## src/rtl/mbsf_pkg.sv

```systemverilog
// Package for the MIDI byte stream framer.
// Holds byte codes, result kinds, the status length table and function, the
// controller state type and the command/status structs. No dependencies.
package mbsf_pkg;

    localparam int SYSEX_CAPACITY_DEF = 32;

    localparam logic [7:0] BYTE_REALTIME = 8'hF8;
    localparam logic [7:0] BYTE_SYSEX    = 8'hF0;
    localparam logic [7:0] BYTE_EOX      = 8'hF7;

    localparam logic [1:0] KIND_SHORT = 2'd0;
    localparam logic [1:0] KIND_RT    = 2'd1;
    localparam logic [1:0] KIND_SYSEX = 2'd2;

    localparam logic [1:0] SYS_LEN [16] = '{
        2'd0, 2'd2, 2'd3, 2'd2, 2'd0, 2'd0, 2'd1, 2'd0,
        2'd1, 2'd0, 2'd1, 2'd1, 2'd1, 2'd0, 2'd1, 2'd0
    };

    typedef enum logic [2:0] {
        ST_IDLE,
        ST_DECODE,
        ST_SX_READ,
        ST_SX_SEND,
        ST_MSG
    } t_state;

    typedef struct packed {
        logic load_byte;
        logic rt_emit;
        logic sx_store;
        logic sx_close;
        logic sx_read;
        logic sx_emit;
        logic msg_commit;
    } t_cmd;

    typedef struct packed {
        logic is_rt;
        logic is_status;
        logic rs_sysex;
        logic msg_emit;
        logic slot_free;
        logic sx_done;
    } t_status;

    function automatic logic [1:0] len_of(input logic [7:0] s);
        logic [1:0] r;
        if (!s[7]) begin
            r = 2'd0;
        end else if (s[7:4] == 4'hC || s[7:4] == 4'hD) begin
            r = 2'd2;
        end else if (s[7:4] == 4'hF) begin
            r = SYS_LEN[s[3:0]];
        end else begin
            r = 2'd3;
        end
        return r;
    endfunction

endpackage

```

## src/rtl/mbsf_ram.sv

```systemverilog
// Generic single-port-write, single-port-read RAM with registered read.
// No dependencies.
module mbsf_ram #(
    parameter int WIDTH = 8,
    parameter int DEPTH = 32
) (
    input  logic                     i_clk,
    input  logic                     i_we,
    input  logic [$clog2(DEPTH)-1:0] i_wr_addr,
    input  logic [WIDTH-1:0]         i_wr_data,
    input  logic                     i_re,
    input  logic [$clog2(DEPTH)-1:0] i_rd_addr,
    output logic [WIDTH-1:0]         o_rd_data
);

    logic [WIDTH-1:0] r_mem [DEPTH];
    logic [WIDTH-1:0] r_rd_data;

    always_ff @(posedge i_clk) begin
        if (i_we) begin
            r_mem[i_wr_addr] <= i_wr_data;
        end
        if (i_re) begin
            r_rd_data <= r_mem[i_rd_addr];
        end
    end

    assign o_rd_data = r_rd_data;

endmodule

```

## src/rtl/mbsf_datapath.sv

```systemverilog
// Datapath of the framer: byte holding register, running status, message
// assembly, sysex store and count, output register.
// Depends on mbsf_pkg and mbsf_ram.
module mbsf_datapath import mbsf_pkg::*; #(
    parameter int SYSEX_CAPACITY = SYSEX_CAPACITY_DEF
) (
    input  logic       i_clk,
    input  logic       i_rst_n,
    input  logic [7:0] i_data_byte,
    input  t_cmd       i_cmd,
    output t_status    o_status,
    input  logic       i_out_stall,
    output logic       o_out_valid,
    output logic [1:0] o_kind,
    output logic [7:0] o_byte_zero,
    output logic [7:0] o_byte_one,
    output logic [7:0] o_byte_two,
    output logic [1:0] o_msg_length,
    output logic       o_last
);

    localparam int AW = $clog2(SYSEX_CAPACITY);
    localparam int CW = $clog2(SYSEX_CAPACITY + 1);

    logic [7:0]    r_byte;
    logic [7:0]    r_rs,    n_rs;
    logic [1:0]    r_exp,   n_exp;
    logic [1:0]    r_fill,  n_fill;
    logic [7:0]    r_mb [3];
    logic [7:0]    n_mb [3];
    logic [CW-1:0] r_count, n_count;
    logic [CW-1:0] r_idx,   n_idx;

    logic          r_out_valid, n_out_valid;
    logic [1:0]    r_kind,  n_kind;
    logic [7:0]    r_b0,    n_b0;
    logic [7:0]    r_b1,    n_b1;
    logic [7:0]    r_b2,    n_b2;
    logic [1:0]    r_len,   n_len;
    logic          r_last,  n_last;

    logic          is_status;
    logic [1:0]    b_len;
    logic [1:0]    eff_exp;
    logic [1:0]    eff_fill;
    logic [1:0]    nf;
    logic          msg_emit;
    logic [7:0]    new_mb [3];
    logic          slot_free;
    logic          sx_done;

    logic          ram_we;
    logic [AW-1:0] ram_wr_addr;
    logic [7:0]    ram_wr_data;
    logic [7:0]    ram_rd_data;

    assign is_status = r_byte[7];
    assign b_len     = len_of(r_byte);
    assign eff_exp   = is_status ? b_len : r_exp;
    assign eff_fill  = is_status ? 2'd0 : r_fill;
    assign nf        = eff_fill + 2'd1;
    assign msg_emit  = (eff_exp != 2'd0) && (nf >= eff_exp);
    assign slot_free = !r_out_valid || !i_out_stall;
    assign sx_done   = (r_idx == r_count - CW'(1));

    always_comb begin
        for (int k = 0; k < 3; k++) begin
            new_mb[k] = (eff_exp != 2'd0 && eff_fill == 2'(k)) ? r_byte : r_mb[k];
        end
    end

    assign o_status.is_rt     = (r_byte >= BYTE_REALTIME);
    assign o_status.is_status = is_status;
    assign o_status.rs_sysex  = (r_rs == BYTE_SYSEX);
    assign o_status.msg_emit  = msg_emit;
    assign o_status.slot_free = slot_free;
    assign o_status.sx_done   = sx_done;

    // sysex store write port
    always_comb begin
        ram_we      = 1'b0;
        ram_wr_addr = r_count[AW-1:0];
        ram_wr_data = r_byte;
        if (i_cmd.sx_store && r_count < CW'(SYSEX_CAPACITY - 1)) begin
            ram_we = 1'b1;
        end
        if (i_cmd.sx_close) begin
            ram_we      = 1'b1;
            ram_wr_data = BYTE_EOX;
        end
        if (i_cmd.msg_commit && r_byte == BYTE_SYSEX) begin
            ram_we      = 1'b1;
            ram_wr_addr = '0;
            ram_wr_data = BYTE_SYSEX;
        end
    end

    mbsf_ram #(
        .WIDTH (8),
        .DEPTH (SYSEX_CAPACITY)
    ) u_ram (
        .i_clk     (i_clk),
        .i_we      (ram_we),
        .i_wr_addr (ram_wr_addr),
        .i_wr_data (ram_wr_data),
        .i_re      (i_cmd.sx_read),
        .i_rd_addr (r_idx[AW-1:0]),
        .o_rd_data (ram_rd_data)
    );

    // framing state
    always_comb begin
        n_rs    = r_rs;
        n_exp   = r_exp;
        n_fill  = r_fill;
        n_mb    = r_mb;
        n_count = r_count;
        n_idx   = r_idx;
        if (i_cmd.sx_store && r_count < CW'(SYSEX_CAPACITY - 1)) begin
            n_count = r_count + CW'(1);
        end
        if (i_cmd.sx_close) begin
            n_count = r_count + CW'(1);
            n_idx   = '0;
        end
        if (i_cmd.sx_emit) begin
            n_idx = r_idx + CW'(1);
        end
        if (i_cmd.msg_commit) begin
            if (is_status) begin
                n_rs   = r_byte;
                n_exp  = b_len;
                n_fill = 2'd0;
                if (r_byte == BYTE_SYSEX) begin
                    n_count = CW'(1);
                end
            end
            if (eff_exp != 2'd0) begin
                n_mb   = new_mb;
                n_fill = msg_emit ? 2'd1 : nf;
            end
        end
    end

    // output register
    always_comb begin
        n_out_valid = r_out_valid && i_out_stall;
        n_kind      = r_kind;
        n_b0        = r_b0;
        n_b1        = r_b1;
        n_b2        = r_b2;
        n_len       = r_len;
        n_last      = r_last;
        if (i_cmd.rt_emit) begin
            n_out_valid = 1'b1;
            n_kind      = KIND_RT;
            n_b0        = r_byte;
            n_b1        = '0;
            n_b2        = '0;
            n_len       = 2'd1;
            n_last      = 1'b1;
        end
        if (i_cmd.sx_emit) begin
            n_out_valid = 1'b1;
            n_kind      = KIND_SYSEX;
            n_b0        = ram_rd_data;
            n_b1        = '0;
            n_b2        = '0;
            n_len       = 2'd1;
            n_last      = sx_done && !msg_emit;
        end
        if (i_cmd.msg_commit && msg_emit) begin
            n_out_valid = 1'b1;
            n_kind      = KIND_SHORT;
            n_b0        = new_mb[0];
            n_b1        = (eff_exp >= 2'd2) ? new_mb[1] : 8'd0;
            n_b2        = (eff_exp == 2'd3) ? new_mb[2] : 8'd0;
            n_len       = eff_exp;
            n_last      = 1'b1;
        end
    end

    always_ff @(posedge i_clk) begin
        if (!i_rst_n) begin
            r_rs        <= '0;
            r_exp       <= '0;
            r_fill      <= '0;
            r_mb        <= '{default: '0};
            r_count     <= '0;
            r_out_valid <= 1'b0;
        end else begin
            r_rs        <= n_rs;
            r_exp       <= n_exp;
            r_fill      <= n_fill;
            r_mb        <= n_mb;
            r_count     <= n_count;
            r_out_valid <= n_out_valid;
        end
    end

    always_ff @(posedge i_clk) begin
        if (i_cmd.load_byte) begin
            r_byte <= i_data_byte;
        end
        r_idx  <= n_idx;
        r_kind <= n_kind;
        r_b0   <= n_b0;
        r_b1   <= n_b1;
        r_b2   <= n_b2;
        r_len  <= n_len;
        r_last <= n_last;
    end

    assign o_out_valid  = r_out_valid;
    assign o_kind       = r_kind;
    assign o_byte_zero  = r_b0;
    assign o_byte_one   = r_b1;
    assign o_byte_two   = r_b2;
    assign o_msg_length = r_len;
    assign o_last       = r_last;

endmodule

```

## src/rtl/mbsf_ctrl.sv

```systemverilog
// Controller of the framer: sequences byte intake, decode, sysex read-out
// and message framing. Depends on mbsf_pkg.
module mbsf_ctrl import mbsf_pkg::*; (
    input  logic    i_clk,
    input  logic    i_rst_n,
    input  logic    i_in_valid,
    input  t_status i_status,
    output t_cmd    o_cmd,
    output logic    o_in_stall,
    output t_state  o_state
);

    t_state r_state, n_state;

    always_ff @(posedge i_clk) begin
        if (!i_rst_n) begin
            r_state <= ST_IDLE;
        end else begin
            r_state <= n_state;
        end
    end

    always_comb begin
        n_state = r_state;
        unique case (r_state)
            ST_IDLE: begin
                if (i_in_valid) begin
                    n_state = ST_DECODE;
                end
            end
            ST_DECODE: begin
                if (i_status.is_rt) begin
                    if (i_status.slot_free) begin
                        n_state = ST_IDLE;
                    end
                end else if (i_status.rs_sysex && !i_status.is_status) begin
                    n_state = ST_IDLE;
                end else if (i_status.rs_sysex) begin
                    n_state = ST_SX_READ;
                end else if (!i_status.msg_emit || i_status.slot_free) begin
                    n_state = ST_IDLE;
                end
            end
            ST_SX_READ: begin
                n_state = ST_SX_SEND;
            end
            ST_SX_SEND: begin
                if (i_status.slot_free) begin
                    n_state = i_status.sx_done ? ST_MSG : ST_SX_READ;
                end
            end
            ST_MSG: begin
                if (!i_status.msg_emit || i_status.slot_free) begin
                    n_state = ST_IDLE;
                end
            end
            default: begin
                n_state = ST_IDLE;
            end
        endcase
    end

    always_comb begin
        o_cmd      = '0;
        o_in_stall = 1'b1;
        unique case (r_state)
            ST_IDLE: begin
                o_in_stall      = 1'b0;
                o_cmd.load_byte = i_in_valid;
            end
            ST_DECODE: begin
                if (i_status.is_rt) begin
                    o_cmd.rt_emit = i_status.slot_free;
                end else if (i_status.rs_sysex && !i_status.is_status) begin
                    o_cmd.sx_store = 1'b1;
                end else if (i_status.rs_sysex) begin
                    o_cmd.sx_close = 1'b1;
                end else begin
                    o_cmd.msg_commit = !i_status.msg_emit || i_status.slot_free;
                end
            end
            ST_SX_READ: begin
                o_cmd.sx_read = 1'b1;
            end
            ST_SX_SEND: begin
                o_cmd.sx_emit = i_status.slot_free;
            end
            ST_MSG: begin
                o_cmd.msg_commit = !i_status.msg_emit || i_status.slot_free;
            end
            default: begin
                o_cmd = '0;
            end
        endcase
    end

    assign o_state = r_state;

endmodule

```

## src/rtl/midi_byte_stream_framer_unit.sv

```systemverilog
// MIDI byte stream framer, top level. Depends on mbsf_pkg, mbsf_ctrl,
// mbsf_datapath.
// A realtime byte or completing data/status byte enters the byte register, is
// decoded, then loads the output register once the slot is free; input stalls.
// Closing a sysex adds a RAM read and an output beat per stored byte. Synchronous
// active-low reset clears state, status and counts, not byte or output data.
module midi_byte_stream_framer_unit import mbsf_pkg::*; #(
    parameter int SYSEX_CAPACITY = SYSEX_CAPACITY_DEF
) (
    input  logic       i_clk,
    input  logic       i_rst_n,
    input  logic       i_in_valid,
    output logic       o_in_stall,
    input  logic [7:0] i_data_byte,
    output logic       o_out_valid,
    input  logic       i_out_stall,
    output logic [1:0] o_kind,
    output logic [7:0] o_byte_zero,
    output logic [7:0] o_byte_one,
    output logic [7:0] o_byte_two,
    output logic [1:0] o_msg_length,
    output logic       o_last
);

    t_cmd    cmd;
    t_status status;
    t_state  state;

    mbsf_ctrl u_ctrl (
        .i_clk      (i_clk),
        .i_rst_n    (i_rst_n),
        .i_in_valid (i_in_valid),
        .i_status   (status),
        .o_cmd      (cmd),
        .o_in_stall (o_in_stall),
        .o_state    (state)
    );

    mbsf_datapath #(
        .SYSEX_CAPACITY (SYSEX_CAPACITY)
    ) u_dp (
        .i_clk        (i_clk),
        .i_rst_n      (i_rst_n),
        .i_data_byte  (i_data_byte),
        .i_cmd        (cmd),
        .o_status     (status),
        .i_out_stall  (i_out_stall),
        .o_out_valid  (o_out_valid),
        .o_kind       (o_kind),
        .o_byte_zero  (o_byte_zero),
        .o_byte_one   (o_byte_one),
        .o_byte_two   (o_byte_two),
        .o_msg_length (o_msg_length),
        .o_last       (o_last)
    );

`ifndef SYNTHESIS
    a_busy_after_accept: assert property (@(posedge i_clk) disable iff (!i_rst_n)
        (i_in_valid && !o_in_stall) |=> o_in_stall)
        else $error("input taken while decode pending");

    a_load_needs_slot: assert property (@(posedge i_clk) disable iff (!i_rst_n)
        (cmd.rt_emit || cmd.sx_emit || (cmd.msg_commit && status.msg_emit))
        |-> status.slot_free)
        else $error("output register overwritten");

    a_len_nonzero: assert property (@(posedge i_clk) disable iff (!i_rst_n)
        o_out_valid |-> (o_msg_length != 2'd0))
        else $error("result beat with zero length");

    a_send_after_read: assert property (@(posedge i_clk) disable iff (!i_rst_n)
        (state == ST_SX_SEND) |-> ($past(state) == ST_SX_READ || $past(state) == ST_SX_SEND))
        else $error("sysex beat without RAM read");
`endif

endmodule
```

## config.mk

```make
export PLATFORM = sky130hd
export DESIGN_NAME = midi_byte_stream_framer_unit
export DESIGN_NICKNAME = d
export VERILOG_FILES = /design/src/rtl/mbsf_pkg.sv /design/src/rtl/mbsf_ram.sv /design/src/rtl/mbsf_datapath.sv /design/src/rtl/mbsf_ctrl.sv /design/src/rtl/midi_byte_stream_framer_unit.sv
export SDC_FILE = /design/constraint.sdc
export NUM_CORES = 1
export LEC_CHECK = 0
export BUFFER_PORTS_ARGS = -buffer_cell sky130_fd_sc_hd__buf_2
export CORE_ASPECT_RATIO = 2
export CORE_MARGIN = 4
export CORE_UTILIZATION = 55
export DETAILED_ROUTE_END_ITERATION = 10
export PLACE_DENSITY = 0.82
export SLEW_MARGIN = 0
export SYNTH_ARGS = -nofsm -noshare
export SYNTH_HDL_FRONTEND = slang
export SYNTH_HIERARCHICAL = 1
export SYNTH_SLANG_ARGS = --single-unit
```

## constraint.sdc

```tcl
create_clock -name i_clk -period 12.1 [get_ports i_clk]
set_clock_uncertainty 0.2 [all_clocks]
set_input_delay 2.42 -clock i_clk [delete_from_list [all_inputs] [get_ports i_clk]]
set_output_delay 2.42 -clock i_clk [all_outputs]
set_load 0.02 [all_outputs]
```

==> results_dict.tcl, run 1 <==
set metrics [dict create \
    status "finished clean" \
    worst-path-max-fanout 29 \
    grt_pass1_wl_um 49600 \
    p_comb_share_pct 5.0 \
    required_ns 12.08 \
    tightest_slew_ns 1.14 \
    relSlewSlack_pct 23.9 \
    diodes 0 \
    setup_tns_ns 0 \
    synthTopCellsByArea "edfxtp_1, mux4_2, dfxtp_1, a21oi_1, nand3_1" \
    grt_overflow 0 \
    worst_slack_ns 5.69 \
    r2r.worst_path.cells 14 \
    h-tree-depth 1 \
    gp_congestion 0.896 \
    hold_class "register to register" \
    yosys.area.top_type_share_pct 62.0 \
    regToRegStartpoint "u_dp/r_byte[3]" \
    cts.sinks 353 \
    clock_power_share_pct 38.3 \
    timing.rr.end "u_dp/u_ram/r_mem[10][0]" \
    netlist_instances 913 \
    dp_hpwl_um 21900 \
    holdBufCountCts 0 \
    drtAntennaViolNets 0 \
    io_pins 43 \
    antenna_found_initial 0 \
    grt_max_degree 69 \
    initial_core_util_pct 55.8 \
    ys.flop_type "edfxtp_1" \
    p_int_uw 1880 \
    mostFrequentLayoutCell "edfxtp_1" \
    num_rows 84 \
    final-hold-violation-count 0 \
    cap_viol_max_count 0 \
    cts_setup_buffers 0 \
    yosysTopAreaCell "edfxtp_1" \
    vdd_drop_max_v 0.0000942 \
    fin_crit_sh_pct 53.0 \
    synth-edff-count 304 \
    seqPwrFrac_pct 56.7 \
    setup_viol 0 \
    die_y_um 239 \
    wl_per_cell_um 25.2 \
    vias_per_cell 6.32 \
    ys_warn_count 6 \
    numCtsBuffers 28 \
    layout_common_cells "edfxtp_1, mux4_2, nor2_1" \
    drt-pass1-iter-count 5 \
    end_kind "register" \
    p_per_area_nw_per_um2 150 \
    synth_seq_cells 353 \
    clock_path_buffers 3 \
    core_um2 26400 \
    fin_nets 945 \
    worstPathArrival_ns 6.39 \
    clk_latency_ns 0.55 \
    synth_cell_types 61 \
    clock.fmax_ghz 0.156 \
    swShare_pct 21.4 \
    p_sw_uw 513 \
    clk_pin_slew_ns 0.07 \
    cts_resized 0 \
    power.leakage_uw 0.00518 \
    min_path_cells 2 \
    rrSetupSlack_ns 5.69 \
    worstHoldStart "u_dp/r_rs[2]" \
    start_kind "register" \
    pre_cts_slack_ns 5.85 \
    die_x_um 124 \
    rsz0062_at_grt "false" \
    area_growth_pct 8.61 \
    netlist_area_um2 14700 \
    seq_area_frac_synth_pct 68.7 \
    grt_util_all_layers_pct 22.6 \
    final_max_slew_viol_count 0 \
    syn-num-nets 933 \
    syn-mean-instance-area_um2 16.1 \
    port_buffers 42 \
    cts-root-buf "clkbuf_16" \
    hold_end "u_dp/r_rs[2]" \
    cts_tree "built" \
    drt-total-wl_um 32500 \
    fin_crit_ns 6.41 \
    vias 8162 \
    grt_pass1_vias 8285 \
    dieArea_um2 29600 \
    synthArstFlopShare_pct 0 \
    critical_path_class "register to register" \
    drc 0 \
    fillers 1849 \
    drive_above_1_share_pct 21.1 \
    dr.first_iter.drc_count 871 \
]
flip-flops by register name, indices dropped and copies added (netlist names), 3 cells and up:
register              cells
u_ctrl/o_state            3
u_dp/o_byte_one           8
u_dp/o_byte_two           8
u_dp/o_byte_zero          8
u_dp/r_byte               8
u_dp/r_count              6
u_dp/r_idx                6
u_dp/r_mb                24
u_dp/r_rs                 8
u_dp/u_ram/o_rd_data      8
u_dp/u_ram/r_mem        256
cell families (layout without fill, tap and decap cells):
| family | Yosys count | after routing | share of synthesized area (%) |
|---|---|---|---|
| flops | 353 | 353 | 68.7 |
| simple gates | 236 | 236 | 8.28 |
| compound gates | 122 | 122 | 5.15 |
| mux | 97 | 97 | 13.5 |
| buf+inv | 82 | 116 | 2.88 |
| xor+xnor | 15 | 15 | 0.892 |
| fa+ha+maj | 8 | 8 | 0.680 |
through the flow:
step                total power [µW]  cell area (µm²)  utilization (%)  instances  hold slack, ns
finish                          2390            16000             60.6       1291           0.256
global route                    2470            16000             60.6       1291           0.277
CTS                             2410            16000             60.6       1291           0.258
detailed placement              1500            15100             57.1       1239           0.250
global placement                1500            15100             57.1       1239           0.239
floorplan                       1470            14700                -        913           0.231
synth_stat cells (8+ instances only):
cell type	count
a21oi_1	50
a22o_1	9
and2_1	13
buf_1	9
buf_2	10
buf_4	12
clkbuf_1	28
dfxtp_1	49
edfxtp_1	304
ha_1	8
inv_1	14
mux2_2	8
mux2i_1	9
mux4_2	80
nand2_1	37
nand2b_1	14
nand3_1	50
nand3b_1	8
nand4_1	18
nor2_1	62
o21a_1	8
o21ai_0	37
xnor2_1	9
critical path, cell delays in order, from the launching register on:
cell and delay (ns):
edfxtp_1 0.64, o21bai_1 0.32, nand3_1 0.14, o21a_1 0.27, ha_1 0.28, nand2b_1 0.16, a21o_1 0.50, nand2_1 0.22
inv_1 0.08, nor2b_1 0.13, nor3_1 0.76, nand4_1 0.60, and2_1 0.41, nand3b_1 0.53, nor2_1 0.78
power by group through the flow:
| stage | combinational [µW] | clock (µW) | sequential, µW |
|---|---|---|---|
| 2_1_floorplan | 83.7 | 0 | 1380 |
| 3_3_place_gp | 118 | 0 | 1380 |
| 3_5_place_dp | 121 | 0 | 1380 |
| 4_1_cts | 121 | 931 | 1360 |
| 5_1_grt | 132 | 985 | 1360 |
| 6_report | 121 | 916 | 1360 |
cell type report:
class	count	area (µm²)	area share, %
sequential	353	10100	63.2
multi-input combinational	478	4200	26.3
clock buffer	33	741	4.63
tap	344	430	2.69
timing repair buffer	49	263	1.64
clock inverter	19	194	1.21
inverter	15	56.3	0.352
worst max path at each step:
stage	from	endpoint	slack, ns
3_5_place_dp	i_out_stall	u_dp/u_ram/r_mem[9][0]	5.85
5_1_grt	u_dp/r_byte[3]	u_dp/u_ram/r_mem[6][3]	5.48
4_1_cts	u_dp/r_byte[3]	u_dp/u_ram/r_mem[10][1]	5.83
2_1_floorplan	i_out_stall	u_dp/u_ram/r_mem[0][0]	6.95
6_report	u_dp/r_byte[3]	u_dp/u_ram/r_mem[10][0]	5.69
3_3_place_gp	i_out_stall	u_dp/u_ram/r_mem[6][3]	6.02
routing by layer:
layer / global-route usage, % / wire, µm
met3: 3.12 / 1790
met4: 14.9 / 2480
met5: 0 / 0
met1: 23.5 / 10300
met2: 41.3 / 18000
No activity file was read; power rests on OpenSTA's default activity.
==> run 2, diff against run 1 <==
==> constraint.sdc (replaced) <==
create_clock -name i_clk -period 6.5 [get_ports i_clk]
set_clock_uncertainty 0.2 [all_clocks]
set_input_delay 1.3 -clock i_clk [delete_from_list [all_inputs] [get_ports i_clk]]
set_output_delay 1.3 -clock i_clk [all_outputs]
set_load 0.02 [all_outputs]
==> run 2 against run 1 <==
Cell area up 0.58%. Critical path depth grew 1. First-iteration DRC count grew 18%. Combinational power grew 99%. Via count grew 2.0%. Global-route usage rose by 1.4 points. Sequential share of layout area is 0.36 points lower. Clock power up 98%. Setup slack got worse by 4.4 ns. Sequential power increased by 85%. Cell count up 0.46%.
==> results_dict.tcl, run 2 (same netlist as run 1, synthesis figures left out) <==
set metrics [dict create \
    status "finished clean" \
    fin_crit_sh_pct 80.2 \
    mostFrequentLayoutCell "edfxtp_1" \
    setup_viol 0 \
    vdd_drop_max_v 0.000201 \
    largest_registers "u_dp/u_ram/r_mem x256, u_dp/r_mb x24" \
    vias 8324 \
    tightest_slew_ns 1.24 \
    relSlewSlack_pct 17.1 \
    fin_hold_ws_ns 0.252 \
    utilization_pct 61.0 \
    cap_viol_max_count 0 \
    drive_above_1_share_pct 21.7 \
    drt-total-wl_um 34700 \
    cts_setup_buffers 0 \
    cts-root-buf "clkbuf_16" \
    start_kind "register" \
    final_max_slew_viol_count 0 \
    port_buffers 42 \
    final-hold-violation-count 0 \
    antenna_found_initial 0 \
    final_area_um2 16100 \
    regToRegStartpoint "u_dp/r_byte[3]" \
    regMostFlops "u_dp/u_ram/r_mem" \
    clock.fmax_ghz 0.192 \
    dp_hpwl_um 23500 \
    rsz0062_at_grt "false" \
    cts_tree "built" \
    area_growth_pct 9.24 \
    worstHoldStart "u_dp/r_rs[0]" \
    fin_crit_ns 5.21 \
    cts_resized 0 \
    drc 0 \
    end_kind "register" \
    die_x_um 124 \
    placedInstanceArea_um2 15100 \
    hold_class "register to register" \
    numCtsBuffers 28 \
    instances_no_fill 1297 \
    grt_max_degree 69 \
    core_um2 26400 \
    gp_congestion 0.924 \
    rrSetupSlack_ns 1.29 \
    required_ns 6.50 \
    dp_cells 1245 \
    io_pins 43 \
    num_rows 84 \
    dr.first_iter.drc_count 1025 \
    power.leakage_uw 0.00523 \
    cts.sinks 353 \
    p_per_area_nw_per_um2 284 \
    vias_per_cell 6.42 \
    initial_core_util_pct 55.8 \
    worst-path-max-fanout 14 \
    worstPathArrival_ns 5.21 \
    grt_overflow 0 \
    drtAntennaViolNets 0 \
    clk_pin_slew_ns 0.07 \
    cp-startpoint "u_dp/r_byte[3]" \
    clk_latency_ns 0.57 \
    die_y_um 239 \
    holdBufCountCts 0 \
    dieArea_um2 29600 \
    drt-pass1-iter-count 5 \
    grt_util_all_layers_pct 24.1 \
    largest_reg_flops 256 \
    diodes 0 \
    setup_tns_ns 0 \
    fin_nets 951 \
    layout_common_cells "edfxtp_1, mux4_2, nor2_1" \
    h-tree-depth 1 \
    critical_path_class "register to register" \
    grt_pass1_wl_um 51600 \
    wl_per_cell_um 26.8 \
    clock_path_buffers 3 \
    grt_pass1_vias 8172 \
]
[run 2: cell count changes in the layout (fill, tap and decap cells not counted)]
| cell | previous run | this run |
|---|---|---|
| clkbuf_16 | 29 | 28 |
| clkinvlp_4 | 0 | 2 |
| inv_8 | 1 | 0 |
| clkbuf_1 | 4 | 3 |
| buf_4 | 7 | 13 |
| clkinv_8 | 0 | 1 |
| bufinv_16 | 3 | 6 |
| clkinv_2 | 5 | 7 |
| clkinv_4 | 5 | 1 |
| inv_6 | 1 | 0 |
[run 2: layout make-up]
type	instances	area, µm²
Timing Repair Buffer	55	308
Tap cell	344	430
Clock buffer	31	712
Sequential cell	353	10100
Multi-Input combinational cell	478	4200
Clock inverter	21	270
Fill cell	1832	10300
Inverter	15	56.3
[run 2: worst paths after layout]
path	to	cells after the start
worst min-delay path	u_dp/r_rs[0]	2
worst max register to register	u_dp/u_ram/r_mem[2][1]	15
worst min register to register	u_dp/r_rs[0]	2
worst max-delay path	u_dp/u_ram/r_mem[2][1]	15
[run 2: power by group]
group	leakage [µW]	switching [µW]	internal, µW
clock	0.000478	773	1030
sequential	0.00313	25.3	2500
combinational	0.00162	180	61.0
total	0.00523	978	3590
[run 2: through the flow]
step	total power (µW)	setup slack (ns)
after global placement	2810	1.65
after detailed placement	2810	1.42
after CTS	4600	1.39
after global routing	4720	1.01
final	4570	1.29
after floorplan	2730	1.63
[run 2: critical path: stages (launching register included)]
cell	delay (ns)
edfxtp_1	0.60
o21bai_1	0.28
nand3_1	0.14
o21a_1	0.27
ha_1	0.30
nand2b_1	0.16
a21o_1	0.19
nand2_1	0.09
inv_1	0.08
nor2b_1	0.13
nor3_1	0.14
buf_4	0.20
nand4_1	0.37
and2_1	0.37
nand3b_1	0.53
nor2_1	0.79
[run 2: routing by layer]
layer	up-vias	part of all wire, %	track usage [%]	routed length, µm
met2	405	54	42.6	18700
met3	141	5.0	2.81	1740
met1	4199	32	25.4	11000
li1	3579	-	-	-
met4	0	9.5	18.3	3310
met5	-	0	0	0
